File: config.mk
export PLATFORM = sky130hd
export DESIGN_NAME = dmic_ctrl_flat
export DESIGN_NICKNAME = d
export VERILOG_FILES = /design/src/dmic_pkg.sv /design/src/dmic_item_if.sv /design/src/dmic_result_if.sv /design/src/dmic_ctrl.sv /design/src/flat_wrapper.sv
export SDC_FILE = /design/constraint.sdc
export NUM_CORES = 1
export LEC_CHECK = 0
export ABC_CLOCK_PERIOD_IN_PS = 18400
export BUFFER_PORTS_ARGS = -buffer_cell sky130_fd_sc_hd__buf_2
export CORE_AREA = 2 2 197 199
export DETAILED_ROUTE_END_ITERATION = 12
export DIE_AREA = 0 0 199 201
export HOLD_SLACK_MARGIN = 0.12
export SLEW_MARGIN = 30
export SYNTH_ARGS = -nofsm -noshare
export SYNTH_HDL_FRONTEND = slang
export SYNTH_SLANG_ARGS = --single-unit
File: constraint.sdc
create_clock -name clk -period 18.4 [get_ports clk]
set_input_delay 0.92 -clock clk [delete_from_list [all_inputs] [get_ports clk]]
set_output_delay 0.92 -clock clk [all_outputs]
set_load 0.01 [all_outputs]
File: src/dmic_pkg.sv
`timescale 1ns / 1ps
// shared types, constants and helpers of the direct-mapped instruction cache
// no dependencies

package dmic_pkg;

	localparam int LINE_COUNT     = 512;
	localparam int WORDS_PER_LINE = 8;

	localparam int INDEX_W  = $clog2(LINE_COUNT);
	localparam int WORD_W   = $clog2(WORDS_PER_LINE);
	localparam int OFFSET_W = WORD_W + 2;
	localparam int TAG_LSB  = 12;
	localparam int TAG_W    = 32 - TAG_LSB;

	localparam logic [31:0] MEM_MASK = 32'h1fff_fffc;

	// input item kinds
	localparam logic [1:0] KIND_FETCH     = 2'd0;
	localparam logic [1:0] KIND_FILL      = 2'd1;
	localparam logic [1:0] KIND_WRITEBACK = 2'd2;

	// result kinds
	localparam logic [1:0] RES_WORD     = 2'd0;
	localparam logic [1:0] RES_FILL_REQ = 2'd1;
	localparam logic [1:0] RES_READ_REQ = 2'd2;
	localparam logic [1:0] RES_WB_WORD  = 2'd3;

	typedef enum logic [2:0] {
		ST_CLEAR,
		ST_IDLE,
		ST_LOOKUP,
		ST_FILL,
		ST_WB
	} state_t;

	typedef struct packed {
		logic             valid;
		logic [TAG_W-1:0] tag;
	} meta_t;

	typedef logic [WORDS_PER_LINE-1:0][31:0] row_t;

	typedef struct packed {
		logic               rd_en;
		logic [INDEX_W-1:0] rd_idx;
		logic [INDEX_W-1:0] wr_idx;
		logic               meta_we;
		meta_t              meta_wdata;
		logic               data_clr;
		logic               data_we;
		logic [WORD_W-1:0]  data_word;
		logic [31:0]        data_wdata;
	} store_req_t;

	typedef struct packed {
		meta_t meta;
		row_t  row;
	} store_rsp_t;

	typedef struct packed {
		logic [1:0]  kind;
		logic [31:0] address;
		logic [31:0] data;
		logic        hit;
		logic        last;
	} result_t;

	// memory address of a line from its tag and index
	function automatic logic [31:0] line_base(input logic [TAG_W-1:0] tag,
		input logic [INDEX_W-1:0] idx);
		logic [31:0] b;
		b = {tag, {TAG_LSB{1'b0}}} | (32'(idx) << OFFSET_W);
		return b & MEM_MASK;
	endfunction

endpackage

File: src/dmic_item_if.sv
`timescale 1ns / 1ps
// input channel of the instruction cache: valid, ready and item payload
// no dependencies

interface dmic_item_if;
	logic        valid;
	logic        ready;
	logic [1:0]  kind;
	logic [31:0] address;
	logic        cached;
	logic [31:0] fill_data;
	logic [8:0]  line_select;

	modport source (output valid, kind, address, cached, fill_data, line_select,
		input ready);
	modport sink (input valid, kind, address, cached, fill_data, line_select,
		output ready);
endinterface

File: src/dmic_result_if.sv
`timescale 1ns / 1ps
// result channel of the instruction cache: valid, ready and result payload
// no dependencies

interface dmic_result_if;
	logic        valid;
	logic        ready;
	logic [1:0]  result_kind;
	logic [31:0] result_address;
	logic [31:0] result_data;
	logic        hit;
	logic        last;

	modport source (output valid, result_kind, result_address, result_data, hit, last,
		input ready);
	modport sink (input valid, result_kind, result_address, result_data, hit, last,
		output ready);
endinterface

File: src/dmic_ctrl.sv
`timescale 1ns / 1ps
// sequencer of the instruction cache: clearing pass, lookup, line fill, writeback, result register
// depends on dmic_pkg, dmic_item_if, dmic_result_if

module dmic_ctrl (
	input  logic                clk,
	input  logic                arst_n,
	dmic_item_if.sink           item,
	dmic_result_if.source       result,
	output dmic_pkg::store_req_t req,
	input  dmic_pkg::store_rsp_t rsp
);
	import dmic_pkg::*;

	state_t state_q, state_d;

	logic [INDEX_W-1:0] clr_idx_q;
	logic [WORD_W-1:0]  fill_pos_q;
	logic [WORD_W-1:0]  wb_cnt_q;
	logic [31:0]        pending_addr_q;
	logic [31:0]        fill_word_q;
	logic               out_valid_q;
	result_t            out_q;

	logic [1:0]  kind_q;
	logic [31:0] addr_q;
	logic        cached_q;
	logic [8:0]  sel_q;

	logic               item_ready;
	logic               item_fire;
	logic               out_free;
	logic               load_out;
	result_t            out_n;
	logic [INDEX_W-1:0] lk_idx;
	logic [INDEX_W-1:0] pend_idx;
	logic [WORD_W-1:0]  pend_word;
	logic [WORD_W-1:0]  wb_word;
	logic [31:0]        wb_base;
	logic               hit;
	logic               fill_beat;
	logic               fill_last;
	logic               clr_last;

	assign item_fire = item.valid && item_ready;
	assign out_free  = !out_valid_q || result.ready;
	assign lk_idx    = (kind_q == KIND_WRITEBACK) ? INDEX_W'(sel_q)
		: addr_q[OFFSET_W +: INDEX_W];
	assign pend_idx  = pending_addr_q[OFFSET_W +: INDEX_W];
	assign pend_word = pending_addr_q[2 +: WORD_W];
	assign hit       = rsp.meta.valid && (rsp.meta.tag == addr_q[31:TAG_LSB]);
	assign wb_word   = (state_q == ST_WB) ? wb_cnt_q : '0;
	assign wb_base   = line_base(rsp.meta.tag, lk_idx);
	assign fill_beat = (state_q == ST_FILL) && item_fire && (item.kind == KIND_FILL);
	assign fill_last = fill_pos_q == WORD_W'(WORDS_PER_LINE - 1);
	assign clr_last  = clr_idx_q == INDEX_W'(LINE_COUNT - 1);

	// next state
	always_comb begin
		state_d = state_q;
		unique case (state_q)
			ST_CLEAR: begin
				if (clr_last) state_d = ST_IDLE;
			end
			ST_IDLE: begin
				if (item_fire && (item.kind == KIND_FETCH || item.kind == KIND_WRITEBACK))
					state_d = ST_LOOKUP;
			end
			ST_LOOKUP: begin
				if (out_free) begin
					if (kind_q == KIND_WRITEBACK) state_d = ST_WB;
					else if (cached_q && !hit) state_d = ST_FILL;
					else state_d = ST_IDLE;
				end
			end
			ST_FILL: begin
				if (fill_beat && fill_last) state_d = ST_IDLE;
			end
			ST_WB: begin
				if (out_free && wb_cnt_q == WORD_W'(WORDS_PER_LINE - 1)) state_d = ST_IDLE;
			end
			default: state_d = ST_IDLE;
		endcase
	end

	// outputs
	always_comb begin
		item_ready = 1'b0;
		load_out   = 1'b0;
		out_n      = '0;
		req        = '0;
		unique case (state_q)
			ST_CLEAR: begin
				req.wr_idx   = clr_idx_q;
				req.meta_we  = 1'b1;
				req.data_clr = 1'b1;
			end
			ST_IDLE: begin
				item_ready = 1'b1;
				req.rd_en  = item_fire &&
					(item.kind == KIND_FETCH || item.kind == KIND_WRITEBACK);
				req.rd_idx = (item.kind == KIND_WRITEBACK) ? INDEX_W'(item.line_select)
					: item.address[OFFSET_W +: INDEX_W];
			end
			ST_LOOKUP: begin
				if (out_free) begin
					load_out = 1'b1;
					if (kind_q == KIND_WRITEBACK) begin
						out_n.kind    = RES_WB_WORD;
						out_n.address = wb_base;
						out_n.data    = rsp.row[0];
					end else if (!cached_q) begin
						out_n.kind    = RES_READ_REQ;
						out_n.address = addr_q & MEM_MASK;
						out_n.last    = 1'b1;
					end else if (hit) begin
						out_n.kind    = RES_WORD;
						out_n.address = addr_q;
						out_n.data    = rsp.row[addr_q[2 +: WORD_W]];
						out_n.hit     = 1'b1;
						out_n.last    = 1'b1;
					end else begin
						out_n.kind       = RES_FILL_REQ;
						out_n.address    = line_base(addr_q[31:TAG_LSB], lk_idx);
						out_n.last       = 1'b1;
						req.meta_we      = 1'b1;
						req.wr_idx       = lk_idx;
						req.meta_wdata   = '{valid: 1'b1, tag: addr_q[31:TAG_LSB]};
					end
				end
			end
			ST_FILL: begin
				item_ready     = out_free;
				req.data_we    = fill_beat;
				req.wr_idx     = pend_idx;
				req.data_word  = fill_pos_q;
				req.data_wdata = item.fill_data;
				if (fill_beat && fill_last) begin
					load_out      = 1'b1;
					out_n.kind    = RES_WORD;
					out_n.address = pending_addr_q;
					out_n.data    = (fill_pos_q == pend_word) ? item.fill_data : fill_word_q;
					out_n.last    = 1'b1;
				end
			end
			ST_WB: begin
				if (out_free) begin
					load_out      = 1'b1;
					out_n.kind    = RES_WB_WORD;
					out_n.address = (wb_base | (32'(wb_word) << 2)) & MEM_MASK;
					out_n.data    = rsp.row[wb_word];
					out_n.last    = wb_word == WORD_W'(WORDS_PER_LINE - 1);
				end
			end
			default: begin
				item_ready = 1'b0;
			end
		endcase
	end

	always_ff @(posedge clk or negedge arst_n) begin
		if (!arst_n) begin
			state_q        <= ST_CLEAR;
			clr_idx_q      <= '0;
			out_valid_q    <= 1'b0;
			fill_pos_q     <= '0;
			wb_cnt_q       <= '0;
			pending_addr_q <= '0;
		end else begin
			state_q <= state_d;
			if (state_q == ST_CLEAR) clr_idx_q <= clr_idx_q + 1'b1;
			if (load_out) out_valid_q <= 1'b1;
			else if (result.ready) out_valid_q <= 1'b0;
			if (state_q == ST_LOOKUP && state_d == ST_FILL) begin
				pending_addr_q <= addr_q;
				fill_pos_q     <= '0;
			end else if (fill_beat) begin
				fill_pos_q <= fill_pos_q + 1'b1;
			end
			if (state_q == ST_LOOKUP && load_out) wb_cnt_q <= WORD_W'(1);
			else if (state_q == ST_WB && load_out) wb_cnt_q <= wb_cnt_q + 1'b1;
		end
	end

	always_ff @(posedge clk) begin
		if (state_q == ST_IDLE && item_fire) begin
			kind_q   <= item.kind;
			addr_q   <= item.address;
			cached_q <= item.cached;
			sel_q    <= item.line_select;
		end
		// keep the requested word as it streams past
		if (fill_beat && fill_pos_q == pend_word) fill_word_q <= item.fill_data;
		if (load_out) out_q <= out_n;
	end

	assign item.ready            = item_ready;
	assign result.valid          = out_valid_q;
	assign result.result_kind    = out_q.kind;
	assign result.result_address = out_q.address;
	assign result.result_data    = out_q.data;
	assign result.hit            = out_q.hit;
	assign result.last           = out_q.last;

	a_load_slot_free: assert property (@(posedge clk) disable iff (!arst_n)
		load_out |-> out_free)
		else $error("result register overwritten while held");

	a_fill_req_enters_fill: assert property (@(posedge clk) disable iff (!arst_n)
		(load_out && out_n.kind == RES_FILL_REQ) |=> state_q == ST_FILL)
		else $error("fill request without pending fill");

	a_no_read_during_meta_write: assert property (@(posedge clk) disable iff (!arst_n)
		!(req.meta_we && req.rd_en))
		else $error("tag read and write in the same cycle");

	a_wb_last_to_idle: assert property (@(posedge clk) disable iff (!arst_n)
		(state_q == ST_WB && load_out && out_n.last) |=> state_q == ST_IDLE)
		else $error("writeback run did not end on its last beat");

endmodule

File: src/flat_wrapper.sv
// flat-port wrapper written by rule: the top's interface ports become plain ports
module dmic_ctrl_flat import dmic_pkg::*;
  (clk, arst_n, req, rsp, item_valid, item_kind, item_address, item_cached, item_fill_data, item_line_select, item_ready, result_valid, result_result_kind, result_result_address, result_result_data, result_hit, result_last, result_ready);
  dmic_item_if item_i ();
  dmic_result_if result_i ();
  input  logic clk;
  input  logic arst_n;
  output dmic_pkg::store_req_t req;
  input  dmic_pkg::store_rsp_t rsp;
  input wire logic [$bits(item_i.valid)-1:0] item_valid;
  input wire logic [$bits(item_i.kind)-1:0] item_kind;
  input wire logic [$bits(item_i.address)-1:0] item_address;
  input wire logic [$bits(item_i.cached)-1:0] item_cached;
  input wire logic [$bits(item_i.fill_data)-1:0] item_fill_data;
  input wire logic [$bits(item_i.line_select)-1:0] item_line_select;
  output wire logic [$bits(item_i.ready)-1:0] item_ready;
  output wire logic [$bits(result_i.valid)-1:0] result_valid;
  output wire logic [$bits(result_i.result_kind)-1:0] result_result_kind;
  output wire logic [$bits(result_i.result_address)-1:0] result_result_address;
  output wire logic [$bits(result_i.result_data)-1:0] result_result_data;
  output wire logic [$bits(result_i.hit)-1:0] result_hit;
  output wire logic [$bits(result_i.last)-1:0] result_last;
  input wire logic [$bits(result_i.ready)-1:0] result_ready;
  assign item_i.valid = item_valid;
  assign item_i.kind = item_kind;
  assign item_i.address = item_address;
  assign item_i.cached = item_cached;
  assign item_i.fill_data = item_fill_data;
  assign item_i.line_select = item_line_select;
  assign item_ready = item_i.ready;
  assign result_valid = result_i.valid;
  assign result_result_kind = result_i.result_kind;
  assign result_result_address = result_i.result_address;
  assign result_result_data = result_i.result_data;
  assign result_hit = result_i.hit;
  assign result_last = result_i.last;
  assign result_i.ready = result_ready;
  dmic_ctrl u_core (.clk(clk), .arst_n(arst_n), .item(item_i), .result(result_i), .req(req), .rsp(rsp));
endmodule
Yosys cells after proc, flatten, opt, wreduce, memory -nomap -nowiden

Cells that the tools add are included.

Multiply operators: 0
$lt $le $gt $ge: 2
Bitwise logic cells: 6
Equal/unequal tests: 14
Muxes and demuxes: 48
Reduce and logical (&&, ||, !) cells: 24
Add/subtract/negate cells: 3
Divide/modulo/power cells: 0
Shift-type cells: 0

Operators with widths:

| operator                                            | count |
|---|---|
| case mux 66 bit (3 select lines)                    | 1 |
| binary-select mux 32 bit (select 3 bit)             | 2 |
| 2-to-1 mux 66 bit                                   | 2 |
| 2-to-1 mux 31 bit                                   | 4 |
| 2-to-1 mux 33 bit                                   | 3 |
| 2-to-1 mux 32 bit                                   | 3 |
| 2-to-1 mux 68 bit                                   | 1 |
| 2-to-1 mux 64 bit                                   | 1 |
| OR 29 x 14 -> 29 bit                                | 2 |
| 2-to-1 mux 36 bit                                   | 1 |
| 2-to-1 mux 34 bit                                   | 1 |
| 2-to-1 mux 3 bit                                    | 11 |
| OR 29 x 5 -> 29 bit                                 | 1 |
| case mux 9 bit (3 select lines)                     | 1 |
| 2-to-1 mux 21 bit                                   | 1 |
| equality test 20 bit                                | 1 |
| 2-to-1 mux 9 bit                                    | 2 |
| case mux 3 bit (5 select lines)                     | 1 |
| logical AND 1 bit                                   | 13 |
| equality test 3 bit, second input constant          | 4 |
| 2-to-1 mux 10 bit                                   | 1 |
| adder 9 x 1 -> 9 bit, second input constant         | 1 |
| equality test 3 x 2 -> 1 bit, second input constant | 3 |
| equality test 9 bit, second input constant          | 1 |
| 18 further kinds                                    | 35 |

Memories: 0
ROM bits: 0
Bits in writable memories: 0
Output and inout port bits: 148
Bits in latches: 0
Flip-flop bits (word level): 195

Longest topological paths before layout

Word-level depth: 12
Gate-level depth with buffers: 10
Depth with buffers taken out: 6

Worst setup path after synthesis

Ideal clock, no wire load.

Kind: input -> register
Start: in result_ready
End: reg u_core.out_q (netlist bit u_core.result.hit) (enable)
Data arrival time: 6.676 ns
Library setup time: 0.588 ns
Slack: 11.136 ns
Data required time: 17.812 ns
Cell stages on the path: 8
Cells stage by stage: nand2b_1 clkbuf_1 and4_4 buf_6 and2_4 buf_6 nor2_1 o21ai_0

Word-level cells in the longest chain between the ends: 8

Ends and longest elaborated chain:

| what                              | RTL line           | text |
|---|---|---|
| start, declared                   | flat_wrapper.sv:23 | `input wire logic [$bits(result_i.ready)-1:0] result_ready;` |
| logical OR 1 bit *                | dmic_ctrl.sv:46    | `assign out_free = !out_valid_q \|\| result.ready;` |
| case mux 1 bit (2 select lines)   | dmic_ctrl.sv:92    | `unique case (state_q)` |
| logical AND 1 bit                 | dmic_ctrl.sv:45    | `assign item_fire = item.valid && item_ready;` |
| logical AND 1 bit (2 in a row)    | dmic_ctrl.sv:54    | `assign fill_beat = (state_q == ST_FILL) && item_fire && (item.kind == KIND_FILL);` |
| logical AND 1 bit                 | dmic_ctrl.sv:138   | `if (fill_beat && fill_last) begin` |
| 2-to-1 mux 1 bit                  | dmic_ctrl.sv:138   |  |
| case mux 1 bit (2 select lines) * | dmic_ctrl.sv:92    |  |
| via u_core.load_out               | dmic_ctrl.sv:33    | `logic load_out;` |
| end signal, assigned              | dmic_ctrl.sv:194   | `if (load_out) out_q <= out_n;` |
| end, declared                     | dmic_ctrl.sv:23    | `result_t out_q;` |

The timed path passes the listed nets; every way through them passes the cells marked *.
A chain may end at the register's enable or synchronous reset.

==> metrics.txt <==
First-pass DRT Iterations 7; Power Density about 110 mW/mm2; Synthesis Warnings 0; remaining global-route overflow 0; GRT Total Usage 0.2549; syn nets 1,482; CTS max path bufs 2; PostCTS Resize Cnt 0; number of global-route vias before repair roughly 12,000; Post-CTS Setup Bufs 0; multi-input logic area a little over 0.007 mm2; I/O pin cnt 505; synthesized flop and latch total ~200; TritonCTS clock tree yes; Post-synth EDFFs roughly 140; slowest CP cell dfrtp_1; fill cell count around 3,700; Post-Synthesis Cells 1,119; FP Rows 72; Yosys top cell by area edfxtp_1; slew margin rel. 0.3096; Max Slew Vio Count 0; final cell count without fillers roughly 2,100; Syn Area/Cell about 12 um2; count of cell types in the netlist 71; Initial Utilization 0.3495; final setup fails 0; final worst-path cycle share 0.2563; min-delay worst type flip-flop to flip-flop; worst setup path category flip-flop to output pin; Antenna Violating Nets Remaining 0; placer congestion estimate around 0.88; Startpoint Class flip-flop; status completed; initial antenna violation count 23; layout cells sized above 1 0.4470; MaxCap Viol Count 0; peak supply drop roughly 0.000080 V; clk_lat worst skew approximately 0.45 ns; main flop type after synthesis edfxtp_1; worst path required time ~17 ns; Post-synth ARST share 0.2615; post-synth top area share 0.3247; First DRT Iteration DRCs 783; CTS buffer count 17; register area 0.005608 mm2; CTS Root Cell clkbuf_16; total wire length between 50 and 60 mm; die width between 150 and 200 um; die area 0.04000 mm2; Mapped Area 0.01332 mm2; slew of the pin with the lowest slew margin between 1 and 1.5 ns; vias per inst approximately 5.6; static leakage between 7 and 8 nW; worst-path maximum fanout 47; WP data arrival about 3.8 ns; WHS between 0.4 and 0.5 ns; Area contributors post-synth edfxtp_1 (32%), mux4_2 (14%), dfrtp_1 (9.6%); routed vias around 12,000; CP top delay family buffers and inverters; first-pass GRT wire length between 70 and 80 mm; Reg clk slew, reported paths approximately 0.07 ns; nets between 1,500 and 2,000; most frequent cell after synthesis edfxtp_1; Detail Placement HPWL 37.75 mm; core area 0.03811 mm2; Routed WL per cell approximately 24 um; H-tree depth 4; Setup TNS Final 0 ns; chip height ~200 um; final hold vios 0; CTS sink cnt 195; largest net degree at the start of global routing 74; RSZ-0062 raised after global routing no; CP bufs+invs 3; Layout Skew around 0.009 ns; Placed Cells incl. Taps 2,070; I/O Buffers between 500 and 600; cell mode on critical path buf_4; fin crit period roughly 4.7 ns; Layout area overhead 27.86%; Crit path largest cell delay 0.74 ns; worst path cell trace nand2b_1, nor4_4, buf_4, and2_1, a21boi_4, buf_4, a221o_1, buf_2; Worst setup EP type output pin; CTS hold repair buffers 0; synth cell count leaders edfxtp_1 (144), nand2_1 (120), mux2i_1 (93); fmax 212.1 MHz; residual DRC count 0; Seq/Total Area, Yosys 0.4206
## cell type report
| cell class | count | area share |
|---|---|---|
| sequential | 195 | 0.3294 |
| tap | 518 | 0.03807 |
| clock inverter | 15 | 0.009700 |
| clock buffer | 17 | 0.02499 |
| antenna | 21 | 0.003086 |
| multi-input combinational | 804 | 0.4273 |
| timing repair buffer | 532 | 0.1628 |
| inverter | 21 | 0.004630 |
## path summary, 6_finish.rpt
kind	to	depth (start not counted)	slack, ns	start
min in group asynchronous	u_core.pending_addr_q[8]	2	0.60	arst_n
worst min-delay path	u_core.pending_addr_q[0]	1	0.49	u_core.pending_addr_q[0]
worst min register to register	u_core.pending_addr_q[0]	1	0.49	u_core.pending_addr_q[0]
worst max register to register	u_core.result.result_kind[0]	6	14.27	u_core.state_q[0]
worst max-delay path	req[61]	8	13.68	u_core.state_q[1]
max in group asynchronous	u_core.wb_cnt_q[0]	2	17.25	arst_n
## per-stage QoR
step,utilization,cell area [um2],power [mW],setup slack [ns]
2_1_floorplan,-,13320,1.254,11.14
3_3_place_gp,0.4277,16300,1.542,13.31
3_5_place_dp,0.4296,16370,1.569,13.89
4_1_cts,0.4451,16960,1.958,13.67
5_1_grt,0.4467,17020,2.057,13.37
6_report,0.4468,17030,1.943,13.68
## layout by cell type (no fill, tap or decap), drive strengths merged, types with 17 or more instances in the layout
| cell type | count |
|---|---|
| nand2 | 120 |
| o211ai | 24 |
| edfxtp | 144 |
| clkbuf | 17 |
| o21ai | 39 |
| dfrtp | 51 |
| and2 | 60 |
| inv | 27 |
| mux4 | 81 |
| mux2 | 53 |
| xnor2 | 25 |
| diode | 21 |
| a22o | 23 |
| a21oi | 41 |
| o2bb2ai | 18 |
| nor2 | 23 |
| buf | 532 |
| mux2i | 93 |
## flip-flops by register name (all words and copies together) (netlist names)
signal,cells
u_core.sel_q,9
u_core.result.result_address,32
u_core.result.result_kind,2
u_core.result.last,1
u_core.wb_cnt_q,3
u_core.pending_addr_q,32
u_core.result.hit,1
u_core.fill_pos_q,3
u_core.cached_q,1
u_core.clr_idx_q,9
u_core.state_q,3
u_core.kind_q,2
u_core.result.result_data,32
u_core.addr_q,32
u_core.fill_word_q,32
u_core.result.valid,1
## power breakdown
part / switching [mW] / internal, mW / leakage, nW / total, mW
Combinational: 0.458 / 0.380 / 5.04 / 0.838
Sequential: 0.118 / 0.602 / 1.97 / 0.721
Clock: 0.192 / 0.193 / 0.281 / 0.385
Total: 0.768 / 1.18 / 7.28 / 1.94
## metal layers
| layer | GRT usage | wire (um) | vias up |
|---|---|---|---|
| met5 | 0 | 30 | - |
| met2 | 0.4208 | 24880 | 603 |
| met1 | 0.3135 | 20490 | 5909 |
| met4 | 0.1181 | 1997 | 4 |
| met3 | 0.06183 | 4195 | 104 |
| li1 | - | - | 5315 |
## cell families (layout without fill, tap and decap cells)
logic type,count (synthesis),in the layout,share of synthesized area
other,0,21,0
flip-flops,195,195,0.4206
AND/OR/NAND/NOR,286,286,0.1161
adder cells (fa/ha/maj),6,6,0.005637
AO/OA/AOI/OAI,254,254,0.1444
XOR/XNOR,31,31,0.02039
multiplexers,227,227,0.2517
buffers and inverters,120,585,0.04115
Note: power is estimated with default switching activity, not from simulation.
